**src/rtl/rhc_pkg.sv**
```systemverilog
// ----------------------------------------------------------------------------
// rhc_pkg
// Shared widths, codes and types for the RGB to HSV converter.
// ----------------------------------------------------------------------------
package rhc_pkg;

    localparam int CHAN_W    = 8;
    localparam int HUE_W     = 13;
    localparam int SAT_W     = 8;
    localparam int S_DATA_W  = 24;
    localparam int M_DATA_W  = 32;

    // divider geometry: numerator = {remainder part, quotient part}
    localparam int DIV_DEN_W = 9;
    localparam int DIV_QUO_W = 11;
    localparam int DIV_NUM_W = DIV_DEN_W + DIV_QUO_W;

    // hue offsets in 1/16 degree
    localparam logic signed [13:0] HUE_SECT_STEP = 14'sd1920;
    localparam logic signed [13:0] HUE_HALF_BIAS = 14'sd960;
    localparam logic signed [13:0] HUE_FULL_TURN = 14'sd5760;

    typedef enum logic [1:0] {
        SECT_RED   = 2'd0,
        SECT_GREEN = 2'd1,
        SECT_BLUE  = 2'd2
    } sector_t;

    typedef struct packed {
        logic [CHAN_W-1:0] bright;
        sector_t           sector;
        logic              grey;
    } rhc_side_t;

endpackage

```
**src/rtl/rhc_div_pipe.sv**
```systemverilog
// ----------------------------------------------------------------------------
// rhc_div_pipe
// Pipelined restoring divider, one quotient bit per stage.
// ----------------------------------------------------------------------------
module rhc_div_pipe
    import rhc_pkg::*;
(
    input  logic                 aclk,
    input  logic                 ce,
    input  logic [DIV_NUM_W-1:0] num,
    input  logic [DIV_DEN_W-1:0] den,
    output logic [DIV_QUO_W-1:0] quo
);

    logic [DIV_NUM_W-1:0] acc_reg  [DIV_QUO_W];
    logic [DIV_NUM_W-1:0] acc_next [DIV_QUO_W];
    logic [DIV_DEN_W-1:0] den_reg  [DIV_QUO_W];

    for (genvar k = 0; k < DIV_QUO_W; k++) begin : g_stage
        logic [DIV_NUM_W-1:0] acc_src;
        logic [DIV_DEN_W-1:0] den_src;
        logic [DIV_DEN_W:0]   trial;
        logic                 qbit;

        if (k == 0) begin : g_first
            assign acc_src = num;
            assign den_src = den;
        end else begin : g_rest
            assign acc_src = acc_reg[k-1];
            assign den_src = den_reg[k-1];
        end

        always_comb begin
            trial = acc_src[DIV_NUM_W-1 -: DIV_DEN_W+1];
            qbit  = 1'b0;
            if (trial >= {1'b0, den_src}) begin
                trial = trial - {1'b0, den_src};
                qbit  = 1'b1;
            end
            acc_next[k] = {trial[DIV_DEN_W-1:0], acc_src[DIV_QUO_W-2:0], qbit};
        end

        always_ff @(posedge aclk) begin
            if (ce) begin
                acc_reg[k] <= acc_next[k];
                den_reg[k] <= den_src;
            end
        end
    end

    assign quo = acc_reg[DIV_QUO_W-1][DIV_QUO_W-1:0];

endmodule

```
**src/rtl/rgb_to_hsv_converter_unit.sv**
```systemverilog
// ----------------------------------------------------------------------------
// rgb_to_hsv_converter_unit
// Streaming RGB to HSV pixel converter with exact rounded fixed-point output.
// ----------------------------------------------------------------------------
// One pixel enters per clock while s_tready is high. Four stages find
// max/min, sector and the division operands, the two 11-stage restoring
// dividers (hue and saturation, run side by side) set most of the
// latency, and one output register follows. A two-entry output buffer lets
// the pipeline keep taking pixels while a result waits; s_tready falls only
// once both entries are full, and then the whole pipeline holds.
module rgb_to_hsv_converter_unit
    import rhc_pkg::*;
(
    input  logic                aclk,
    input  logic                aresetn,
    input  logic                s_tvalid,
    output logic                s_tready,
    input  logic [S_DATA_W-1:0] s_tdata,  // red[7:0], green[15:8], blue[23:16]
    output logic                m_tvalid,
    input  logic                m_tready,
    output logic [M_DATA_W-1:0] m_tdata   // hue[12:0], saturation[20:13],
                                          // brightness[28:21], zero[31:29]
);

    logic ce;

    // stage A: input capture
    logic              a_valid_reg;
    logic [CHAN_W-1:0] a_red_reg, a_green_reg, a_blue_reg;

    // stage B: max, min, sector, signed difference
    logic              b_valid_reg;
    logic [CHAN_W-1:0] b_max_reg, b_min_reg;
    sector_t           b_sector_reg;
    logic signed [8:0] b_diff_reg;
    logic [CHAN_W-1:0] b_max_next, b_min_next;
    sector_t           b_sector_next;
    logic signed [8:0] b_diff_next;

    // stage C: delta and shifted difference
    logic              c_valid_reg;
    logic [CHAN_W-1:0] c_max_reg, c_delta_reg;
    logic [8:0]        c_shift_reg;
    sector_t           c_sector_reg;
    logic [CHAN_W-1:0] c_delta_next;
    logic signed [9:0] c_shift_wide;

    // stage D: division operands
    logic                 d_valid_reg;
    logic [DIV_NUM_W-1:0] d_num_h_reg, d_num_s_reg;
    logic [DIV_DEN_W-1:0] d_den_h_reg, d_den_s_reg;
    rhc_side_t            d_side_reg;

    // divider-aligned sideband
    logic      v_reg    [DIV_QUO_W];
    rhc_side_t side_reg [DIV_QUO_W];

    logic [DIV_QUO_W-1:0] quo_h, quo_s;

    // result and output buffer
    logic signed [13:0]  hue_wide, hue_wrap;
    logic [HUE_W-1:0]    hue_val;
    logic [SAT_W-1:0]    sat_val;
    logic [M_DATA_W-1:0] pipe_data;
    logic                pipe_valid;
    logic                out_valid_reg, out_valid_next;
    logic [M_DATA_W-1:0] out_data_reg, out_data_next;
    logic                skid_valid_reg, skid_valid_next;
    logic [M_DATA_W-1:0] skid_data_reg, skid_data_next;

    assign ce       = !skid_valid_reg;
    assign s_tready = ce;

    // stage A
    always_ff @(posedge aclk) begin
        if (!aresetn) begin
            a_valid_reg <= 1'b0;
        end else if (ce) begin
            a_valid_reg <= s_tvalid;
        end
    end

    always_ff @(posedge aclk) begin
        if (ce) begin
            a_red_reg   <= s_tdata[7:0];
            a_green_reg <= s_tdata[15:8];
            a_blue_reg  <= s_tdata[23:16];
        end
    end

    // stage B: red wins ties, then green
    always_comb begin
        b_min_next = a_red_reg;
        if (a_green_reg < b_min_next) begin
            b_min_next = a_green_reg;
        end
        if (a_blue_reg < b_min_next) begin
            b_min_next = a_blue_reg;
        end
        if (a_red_reg >= a_green_reg && a_red_reg >= a_blue_reg) begin
            b_sector_next = SECT_RED;
            b_max_next    = a_red_reg;
            b_diff_next   = $signed({1'b0, a_green_reg}) - $signed({1'b0, a_blue_reg});
        end else if (a_green_reg >= a_blue_reg) begin
            b_sector_next = SECT_GREEN;
            b_max_next    = a_green_reg;
            b_diff_next   = $signed({1'b0, a_blue_reg}) - $signed({1'b0, a_red_reg});
        end else begin
            b_sector_next = SECT_BLUE;
            b_max_next    = a_blue_reg;
            b_diff_next   = $signed({1'b0, a_red_reg}) - $signed({1'b0, a_green_reg});
        end
    end

    always_ff @(posedge aclk) begin
        if (!aresetn) begin
            b_valid_reg <= 1'b0;
        end else if (ce) begin
            b_valid_reg <= a_valid_reg;
        end
    end

    always_ff @(posedge aclk) begin
        if (ce) begin
            b_max_reg    <= b_max_next;
            b_min_reg    <= b_min_next;
            b_sector_reg <= b_sector_next;
            b_diff_reg   <= b_diff_next;
        end
    end

    // stage C: shift difference into 0..2*delta
    assign c_delta_next = b_max_reg - b_min_reg;
    assign c_shift_wide = $signed({b_diff_reg[8], b_diff_reg})
                        + $signed({2'b00, c_delta_next});

    always_ff @(posedge aclk) begin
        if (!aresetn) begin
            c_valid_reg <= 1'b0;
        end else if (ce) begin
            c_valid_reg <= b_valid_reg;
        end
    end

    always_ff @(posedge aclk) begin
        if (ce) begin
            c_max_reg    <= b_max_reg;
            c_delta_reg  <= c_delta_next;
            c_shift_reg  <= c_shift_wide[8:0];
            c_sector_reg <= b_sector_reg;
        end
    end

    // stage D: hue num = 1920*shift + delta, den = 2*delta
    //          sat num = 510*delta + max,   den = 2*max
    always_ff @(posedge aclk) begin
        if (!aresetn) begin
            d_valid_reg <= 1'b0;
        end else if (ce) begin
            d_valid_reg <= c_valid_reg;
        end
    end

    always_ff @(posedge aclk) begin
        if (ce) begin
            d_num_h_reg <= {c_shift_reg, 11'b0} - {4'b0, c_shift_reg, 7'b0}
                         + {12'b0, c_delta_reg};
            d_num_s_reg <= {3'b0, c_delta_reg, 9'b0} - {11'b0, c_delta_reg, 1'b0}
                         + {12'b0, c_max_reg};
            d_den_h_reg <= {c_delta_reg, 1'b0};
            d_den_s_reg <= {c_max_reg, 1'b0};
            d_side_reg  <= '{bright: c_max_reg, sector: c_sector_reg,
                             grey: (c_delta_reg == '0)};
        end
    end

    rhc_div_pipe u_div_hue (
        .aclk (aclk),
        .ce   (ce),
        .num  (d_num_h_reg),
        .den  (d_den_h_reg),
        .quo  (quo_h)
    );

    rhc_div_pipe u_div_sat (
        .aclk (aclk),
        .ce   (ce),
        .num  (d_num_s_reg),
        .den  (d_den_s_reg),
        .quo  (quo_s)
    );

    for (genvar k = 0; k < DIV_QUO_W; k++) begin : g_side
        if (k == 0) begin : g_first
            always_ff @(posedge aclk) begin
                if (!aresetn) begin
                    v_reg[k] <= 1'b0;
                end else if (ce) begin
                    v_reg[k] <= d_valid_reg;
                end
            end
            always_ff @(posedge aclk) begin
                if (ce) begin
                    side_reg[k] <= d_side_reg;
                end
            end
        end else begin : g_rest
            always_ff @(posedge aclk) begin
                if (!aresetn) begin
                    v_reg[k] <= 1'b0;
                end else if (ce) begin
                    v_reg[k] <= v_reg[k-1];
                end
            end
            always_ff @(posedge aclk) begin
                if (ce) begin
                    side_reg[k] <= side_reg[k-1];
                end
            end
        end
    end

    // final hue: quotient - 960 + sector offset, wrapped into one turn
    always_comb begin
        hue_wide = $signed({3'b000, quo_h}) - HUE_HALF_BIAS;
        case (side_reg[DIV_QUO_W-1].sector)
            SECT_RED:   hue_wide = hue_wide;
            SECT_GREEN: hue_wide = hue_wide + HUE_SECT_STEP;
            SECT_BLUE:  hue_wide = hue_wide + HUE_SECT_STEP + HUE_SECT_STEP;
            default:    hue_wide = hue_wide;
        endcase
        hue_wrap = (hue_wide < 0) ? hue_wide + HUE_FULL_TURN : hue_wide;
        if (side_reg[DIV_QUO_W-1].grey) begin
            hue_val = '0;
            sat_val = '0;
        end else begin
            hue_val = hue_wrap[HUE_W-1:0];
            sat_val = quo_s[SAT_W-1:0];
        end
    end

    assign pipe_valid = v_reg[DIV_QUO_W-1];
    assign pipe_data  = {3'b000, side_reg[DIV_QUO_W-1].bright, sat_val, hue_val};

    // output register with skid entry
    always_comb begin
        out_valid_next  = out_valid_reg;
        out_data_next   = out_data_reg;
        skid_valid_next = skid_valid_reg;
        skid_data_next  = skid_data_reg;
        if (skid_valid_reg) begin
            if (m_tready) begin
                out_valid_next  = 1'b1;
                out_data_next   = skid_data_reg;
                skid_valid_next = 1'b0;
            end
        end else if (out_valid_reg && !m_tready) begin
            if (pipe_valid) begin
                skid_valid_next = 1'b1;
                skid_data_next  = pipe_data;
            end
        end else begin
            out_valid_next = pipe_valid;
            out_data_next  = pipe_data;
        end
    end

    always_ff @(posedge aclk) begin
        if (!aresetn) begin
            out_valid_reg  <= 1'b0;
            skid_valid_reg <= 1'b0;
        end else begin
            out_valid_reg  <= out_valid_next;
            skid_valid_reg <= skid_valid_next;
        end
    end

    always_ff @(posedge aclk) begin
        out_data_reg  <= out_data_next;
        skid_data_reg <= skid_data_next;
    end

    assign m_tvalid = out_valid_reg;
    assign m_tdata  = out_data_reg;

endmodule

```
**config.mk**
```make
export PLATFORM = sky130hd
export DESIGN_NAME = rgb_to_hsv_converter_unit
export DESIGN_NICKNAME = d
export VERILOG_FILES = /design/src/rtl/rhc_pkg.sv /design/src/rtl/rhc_div_pipe.sv /design/src/rtl/rgb_to_hsv_converter_unit.sv
export SDC_FILE = /design/constraint.sdc
export NUM_CORES = 1
export LEC_CHECK = 0
export BUFFER_PORTS_ARGS = -buffer_cell sky130_fd_sc_hd__buf_2
export CAP_MARGIN = 20
export CORE_MARGIN = 4
export CORE_UTILIZATION = 24
export DETAILED_ROUTE_END_ITERATION = 7
export GPL_ROUTABILITY_DRIVEN = 1
export PLACE_DENSITY_LB_ADDON = 0.3
export SYNTH_ARGS = -nofsm -noshare
export SYNTH_HDL_FRONTEND = slang
export SYNTH_SLANG_ARGS = --single-unit
export TNS_END_PERCENT = 50
```
**constraint.sdc**
```tcl
create_clock -name aclk -period 22.9 [get_ports aclk]
set_clock_uncertainty 0.05 [all_clocks]
set_input_delay 1.145 -clock aclk [delete_from_list [all_inputs] [get_ports aclk]]
set_output_delay 1.145 -clock aclk [all_outputs]
set_load 0.01 [all_outputs]
```
==> results.toml, run 1 <==
[worst_setup_path]
critPathArrivalTime_ns = 4.44
cpLargestDelayFamily = "compound AO/OA/AOI/OAI gates"
slowest_stage = "a21oi_2"
cp_max_fo = 7
critPathCaptureType = "flop"
path_buf_inv = 1
max_stage_delay_ns = 0.49
setup.worst_path.start_class = "flop"
crit_chain = "inv_1 > ha_1 > o21ai_0 > a21oi_2 > o211ai_1 > a21oi_2 > mux2i_1 > ha_1 > a21o_1 > a21oi_1 > nand3_1 > a2111o_1 > o211ai_2 > mux2i_1"
crit_required_ns = 23.20
critPathKind = "reg -> reg"

[hold_path]
hp-class = "reg -> reg"

[drt]
wl_per_cell_um = 13.0
routed_via_density = 4.02
wirelength_um = 61600
drt_drc_violations_left = 0
ant_nets = 0
dr_total_vias = 19100
drt_iter0_markers = 858
firstDrtPassIters = 5

[die]
die_height_um = 397
start_util_pct = 24.2
die_area_um2 = 157000
core_area_um2 = 150000
die_w_um = 397
rows = 142
ios = 62

[sta]
drv_slew = 0
fmax_ghz = 0.242
fin_hold_ws_ns = 0.354
fin_crit_sh_pct = 18.1
slew_headroom_pct = 31.8
min_period_ns = 4.14
finalSetupViolations = 0
hold_viol = 0
setup-tns-final_ns = 0
rsz0062_at_grt = "false"
tightest_slew_ns = 1.02

[global_routing]
grt_max_degree = 185
grt_pass1_wl_um = 103000
overflow = 0
grt_pass1_vias = 20000
grt.total_usage_pct = 7.90
antenna_found_initial = 0

[synthesis]
synth.avg_cell_area_um2 = 14.2
ys_types = 87
yosys_warnings = 0
synthCells = 2551
synth_area_um2 = 36200
ys_ff_latch = 761
synthTopCellsByArea = "edfxtp_1 (62%), ha_1 (8.4%), mux2_2 (3.9%)"
ys.flop_type = "edfxtp_1"
synth_top_area_cell = "edfxtp_1"
seq_area_frac_synth_pct = 62.9
synth_top_area_share_pct = 62.5
synth-edff-count = 754
async_flop_share_pct = 0

[power]
total_power_w = 0.00641
power.density_nw_per_um2 = 153
ir_worst_vdd_v = 0.0000641
p_leak_nw = 16.6

[place]
dp.cells = 4604
hpwl_um = 43100
gp_congestion = 0.790
io_buffers = 58

[finish]
fin_nets = 2966
stdcell_count = 4749
syn_to_final_growth_pct = 15.4
final_cell_mix = "edfxtp_1 (754), inv_1 (294), ha_1 (242)"
diodes = 0
final_common_cell = "edfxtp_1"
largest_reg_flops = 211
final_util_pct = 27.9
num-fill-cells = 15200
layout-drive-gt1-share_pct = 12.7

[clocking]
cts_setup_buffers = 0
clk_pin_slew_ns = 0.06
ctsResizeCount = 0
htree_levels = 3
holdBufCountCts = 0
cts_tree = "built"
clockBufferDepth = 3
clk_latency_ns = 0.64
clock_sinks = 761
cts_inserted_buffers = 79
root_buffer = "clkbuf_16"

[status]
status = "finished clean"

[run]
cap_violations = 0
[worst reg2reg max path, delay by kind of cell, from the launching register on]
kind	cells	cell delay, ns
AO/OA/AOI/OAI	8	2.01
adder cells (fa/ha/maj)	2	0.69
multiplexers	2	0.48
flip-flops	1	0.43
AND/OR/NAND/NOR	1	0.16
buffers and inverters	1	0.06
[routing by layer]
layer	global-route usage (%)	wire length [um]	vias up
met1	10.1	28800	9010
met3	1.53	2110	123
li1	-	-	9708
met2	13.4	29100	250
met4	2.66	1660	0
met5	0	0	-
[final cells by class]
cell class	count	area (um2)	area share, %
clock inverter	49	699	1.67
inverter	295	1110	2.67
sequential	761	22800	54.5
multi-input combinational	1465	12200	29.2
tap	2016	2520	6.04
clock buffer	95	2080	4.98
timing repair buffer	68	403	0.964
[per-stage QoR]
step	worst slack [ns]	instance area [um2]
finish	18.76	41800
detailed placement	18.74	39000
CTS	18.70	41800
global route	18.47	41800
floorplan	0.948	36200
global placement	18.72	39000
[cells in the mapped netlist (all sizes together) (5+ instances only)]
master	count
nand3	5
nand2	82
a21o	38
nand3b	16
ha	242
nor3	44
dfxtp	7
o31ai	38
nor2b	77
a211oi	5
fa	26
o41ai	9
buf	25
xnor2	95
clkbuf	9
mux2i	82
and3	7
xor2	54
inv	295
nor2	60
a31oi	24
o211ai	6
nand4	46
o211a	13
nand2b	30
a21boi	5
a21oi	121
or3	10
edfxtp	754
mux2	125
and2	15
nor4	6
or2	9
o21a	17
o21ai	91
[report_power, final]
part | leakage (nW) | switching [W] | internal, W
combinational | 7.32 | 0.00124 | 0.00121
sequential | 7.92 | 0.000267 | 0.00234
clock | 1.35 | 0.000545 | 0.000814
[final timing paths]
kind | slack [ns] | depth (start not counted) | startpoint | to
max | 18.76 | 14 | a_green_reg[2]$_DFFE_PN_ | b_min_reg[1]$_DFFE_PN_
min | 0.35 | 0 | u_div_sat.acc_reg[2][8]$_DFFE_PN_ | u_div_sat.acc_reg[3][9]$_DFFE_PN_
max reg2reg | 18.76 | 14 | a_green_reg[2]$_DFFE_PN_ | b_min_reg[1]$_DFFE_PN_
min reg2reg | 0.35 | 0 | u_div_sat.acc_reg[2][8]$_DFFE_PN_ | u_div_sat.acc_reg[3][9]$_DFFE_PN_
[logic make-up after synthesis]
group	Yosys count	share of synthesized area [%]
AND/OR/NAND/NOR	422	6.39
other	1	0.0103
flip-flops	761	62.9
adder cells (fa/ha/maj)	268	9.79
XOR/XNOR	151	3.77
AO/OA/AOI/OAI	411	7.41
buffers and inverters	329	3.53
multiplexers	208	6.21
No activity file was read; power rests on OpenSTA's default activity.
==> run 2: changes to the inputs <==
clock period = 4.2 ns   (was 22.9 ns; I/O delays follow)
==> results.toml, run 2 (same netlist as run 1, synthesis figures left out) <==
[status]
status = "finished clean"

[die]
die_w_um = 397
start_util_pct = 24.2
core_area_um2 = 150000
rows = 142
die_height_um = 397
ios = 62
die_area_um2 = 157000

[sta]
slew_headroom_pct = 36.6
min_period_ns = 3.91
drv_slew = 0
setup-tns-final_ns = 0
finalSetupViolations = 0
rsz0062_at_grt = "false"
tightest_slew_ns = 0.951
fmax_ghz = 0.256
hold_viol = 0
fin_crit_sh_pct = 93.0

[worst_setup_path]
worst_r2r_path_depth = 14
crit_end = "b_min_reg[6]$_DFFE_PN_"
critPathArrivalTime_ns = 4.23
crit_required_ns = 4.52
critPathKind = "reg -> reg"
reg2reg_to = "b_min_reg[6]$_DFFE_PN_"
critPathLaunch = "a_green_reg[3]$_DFFE_PN_"
cp_max_fo = 7
regToRegSetupSlack_ns = 0.29
r2r_start = "a_green_reg[3]$_DFFE_PN_"
setup.worst_path.start_class = "flop"
critPathCaptureType = "flop"

[drt]
wirelength_um = 62200
drt_iter0_markers = 877
firstDrtPassIters = 5
ant_nets = 0
drt_drc_violations_left = 0
wl_per_cell_um = 13.0
dr_total_vias = 19400
routed_via_density = 4.05

[clocking]
clk_pin_slew_ns = 0.06
clk_latency_ns = 0.64
clock_sinks = 761
root_buffer = "clkbuf_16"
htree_levels = 3
clockBufferDepth = 3
cts_tree = "built"
cts_inserted_buffers = 79

[place]
io_buffers = 58
hpwl_um = 44100
dp.cells = 4617
gp_congestion = 0.788

[finish]
stdcell_count = 4791
layout-drive-gt1-share_pct = 12.5
num-fill-cells = 15300
fin_nets = 3010
largest_reg_flops = 211
final_common_cell = "edfxtp_1"
syn_to_final_growth_pct = 15.8
final_cell_mix = "edfxtp_1 (754), inv_1 (294), ha_1 (242)"
diodes = 0

[power]
p_comb_share_pct = 38.9
ir_worst_vdd_v = 0.000362
switching_share_pct = 32.4
power.density_nw_per_um2 = 818
netSwitchingPower_w = 0.0111
p_leak_nw = 16.7
total_power_w = 0.0343
pwr-share-seq_pct = 41.4
clockPowerShare_pct = 19.7
intPower_w = 0.0232

[global_routing]
grt.total_usage_pct = 7.95
grt_pass1_wl_um = 103000
antenna_found_initial = 0
overflow = 0
grt_pass1_vias = 20200
grt_max_degree = 110

[hold_path]
hp-class = "in -> reg"
whs_path_depth = 2

[run]
cap_violations = 0
-- run 2: through the flow --
step	cell area [um2]	util [%]	worst slack [ns]	hold WS [ns]
after global routing	42000	28.0	0.0124	0.201
after global placement	39100	26.1	0.336	0.336
after detailed placement	39100	26.1	0.252	0.340
after floorplan	36300	-	0.0857	0.259
final	42000	28.0	0.294	0.230
after CTS	41900	28.0	0.249	0.169
-- run 2: area by class of cell --
| class | instances | area, um2 | share of cell area, % |
|---|---|---|---|
| Clock inverter | 35 | 334 | 0.796 |
| Clock buffer | 107 | 2150 | 5.14 |
| Multi-Input combinational cell | 1465 | 12200 | 29.1 |
| Tap cell | 2016 | 2520 | 6.01 |
| Sequential cell | 761 | 22800 | 54.3 |
| Inverter | 295 | 1110 | 2.66 |
| Timing Repair Buffer | 112 | 843 | 2.01 |
-- run 2: how the worst min path moves through the flow --
stage | from | endpoint
global placement | s_tdata[20] | a_blue_reg[4]$_DFFE_PN_
global route | s_tdata[8] | a_green_reg[0]$_DFFE_PN_
detailed placement | s_tdata[13] | a_green_reg[5]$_DFFE_PN_
finish | s_tdata[8] | a_green_reg[0]$_DFFE_PN_
floorplan | s_tdata[16] | a_blue_reg[0]$_DFFE_PN_
CTS | s_tdata[0] | a_red_reg[0]$_DFFE_PN_
-- run 2: routing by layer --
metal | GRT usage [%] | wire length (um)
met5 | 0 | 0
met4 | 2.65 | 1700
met2 | 13.7 | 30100
met1 | 9.89 | 28100
met3 | 1.72 | 2300
-- run 2: timing repair --
action,4_1_cts,5_1_grt
hold buffers,29,0
endpoints found under the hold margin,31,0
buffers inserted,0,3
setup endpoints to repair,0,7
resized for setup,0,2
-- run 2: power by group through the flow --
stage	Combinational, W	Clock [W]	Sequential, W
after detailed placement	0.0134	0	0.0144
after floorplan	0.0109	0	0.0138
after CTS	0.0135	0.00705	0.0143
after global routing	0.0152	0.00739	0.0146
final	0.0134	0.00676	0.0142
after global placement	0.0132	0	0.0144
-- run 2: worst max-delay path, stage by stage (launching register included) --
cell,delay (ns)
edfxtp_1,0.44
inv_1,0.07
ha_1,0.37
o21ai_0,0.13
a21oi_2,0.21
o211ai_1,0.18
a21oi_2,0.26
mux2i_1,0.27
ha_1,0.30
a21o_1,0.17
a21oi_1,0.19
nand3_1,0.19
a2111o_1,0.47
o211ai_4,0.20
mux2i_1,0.14
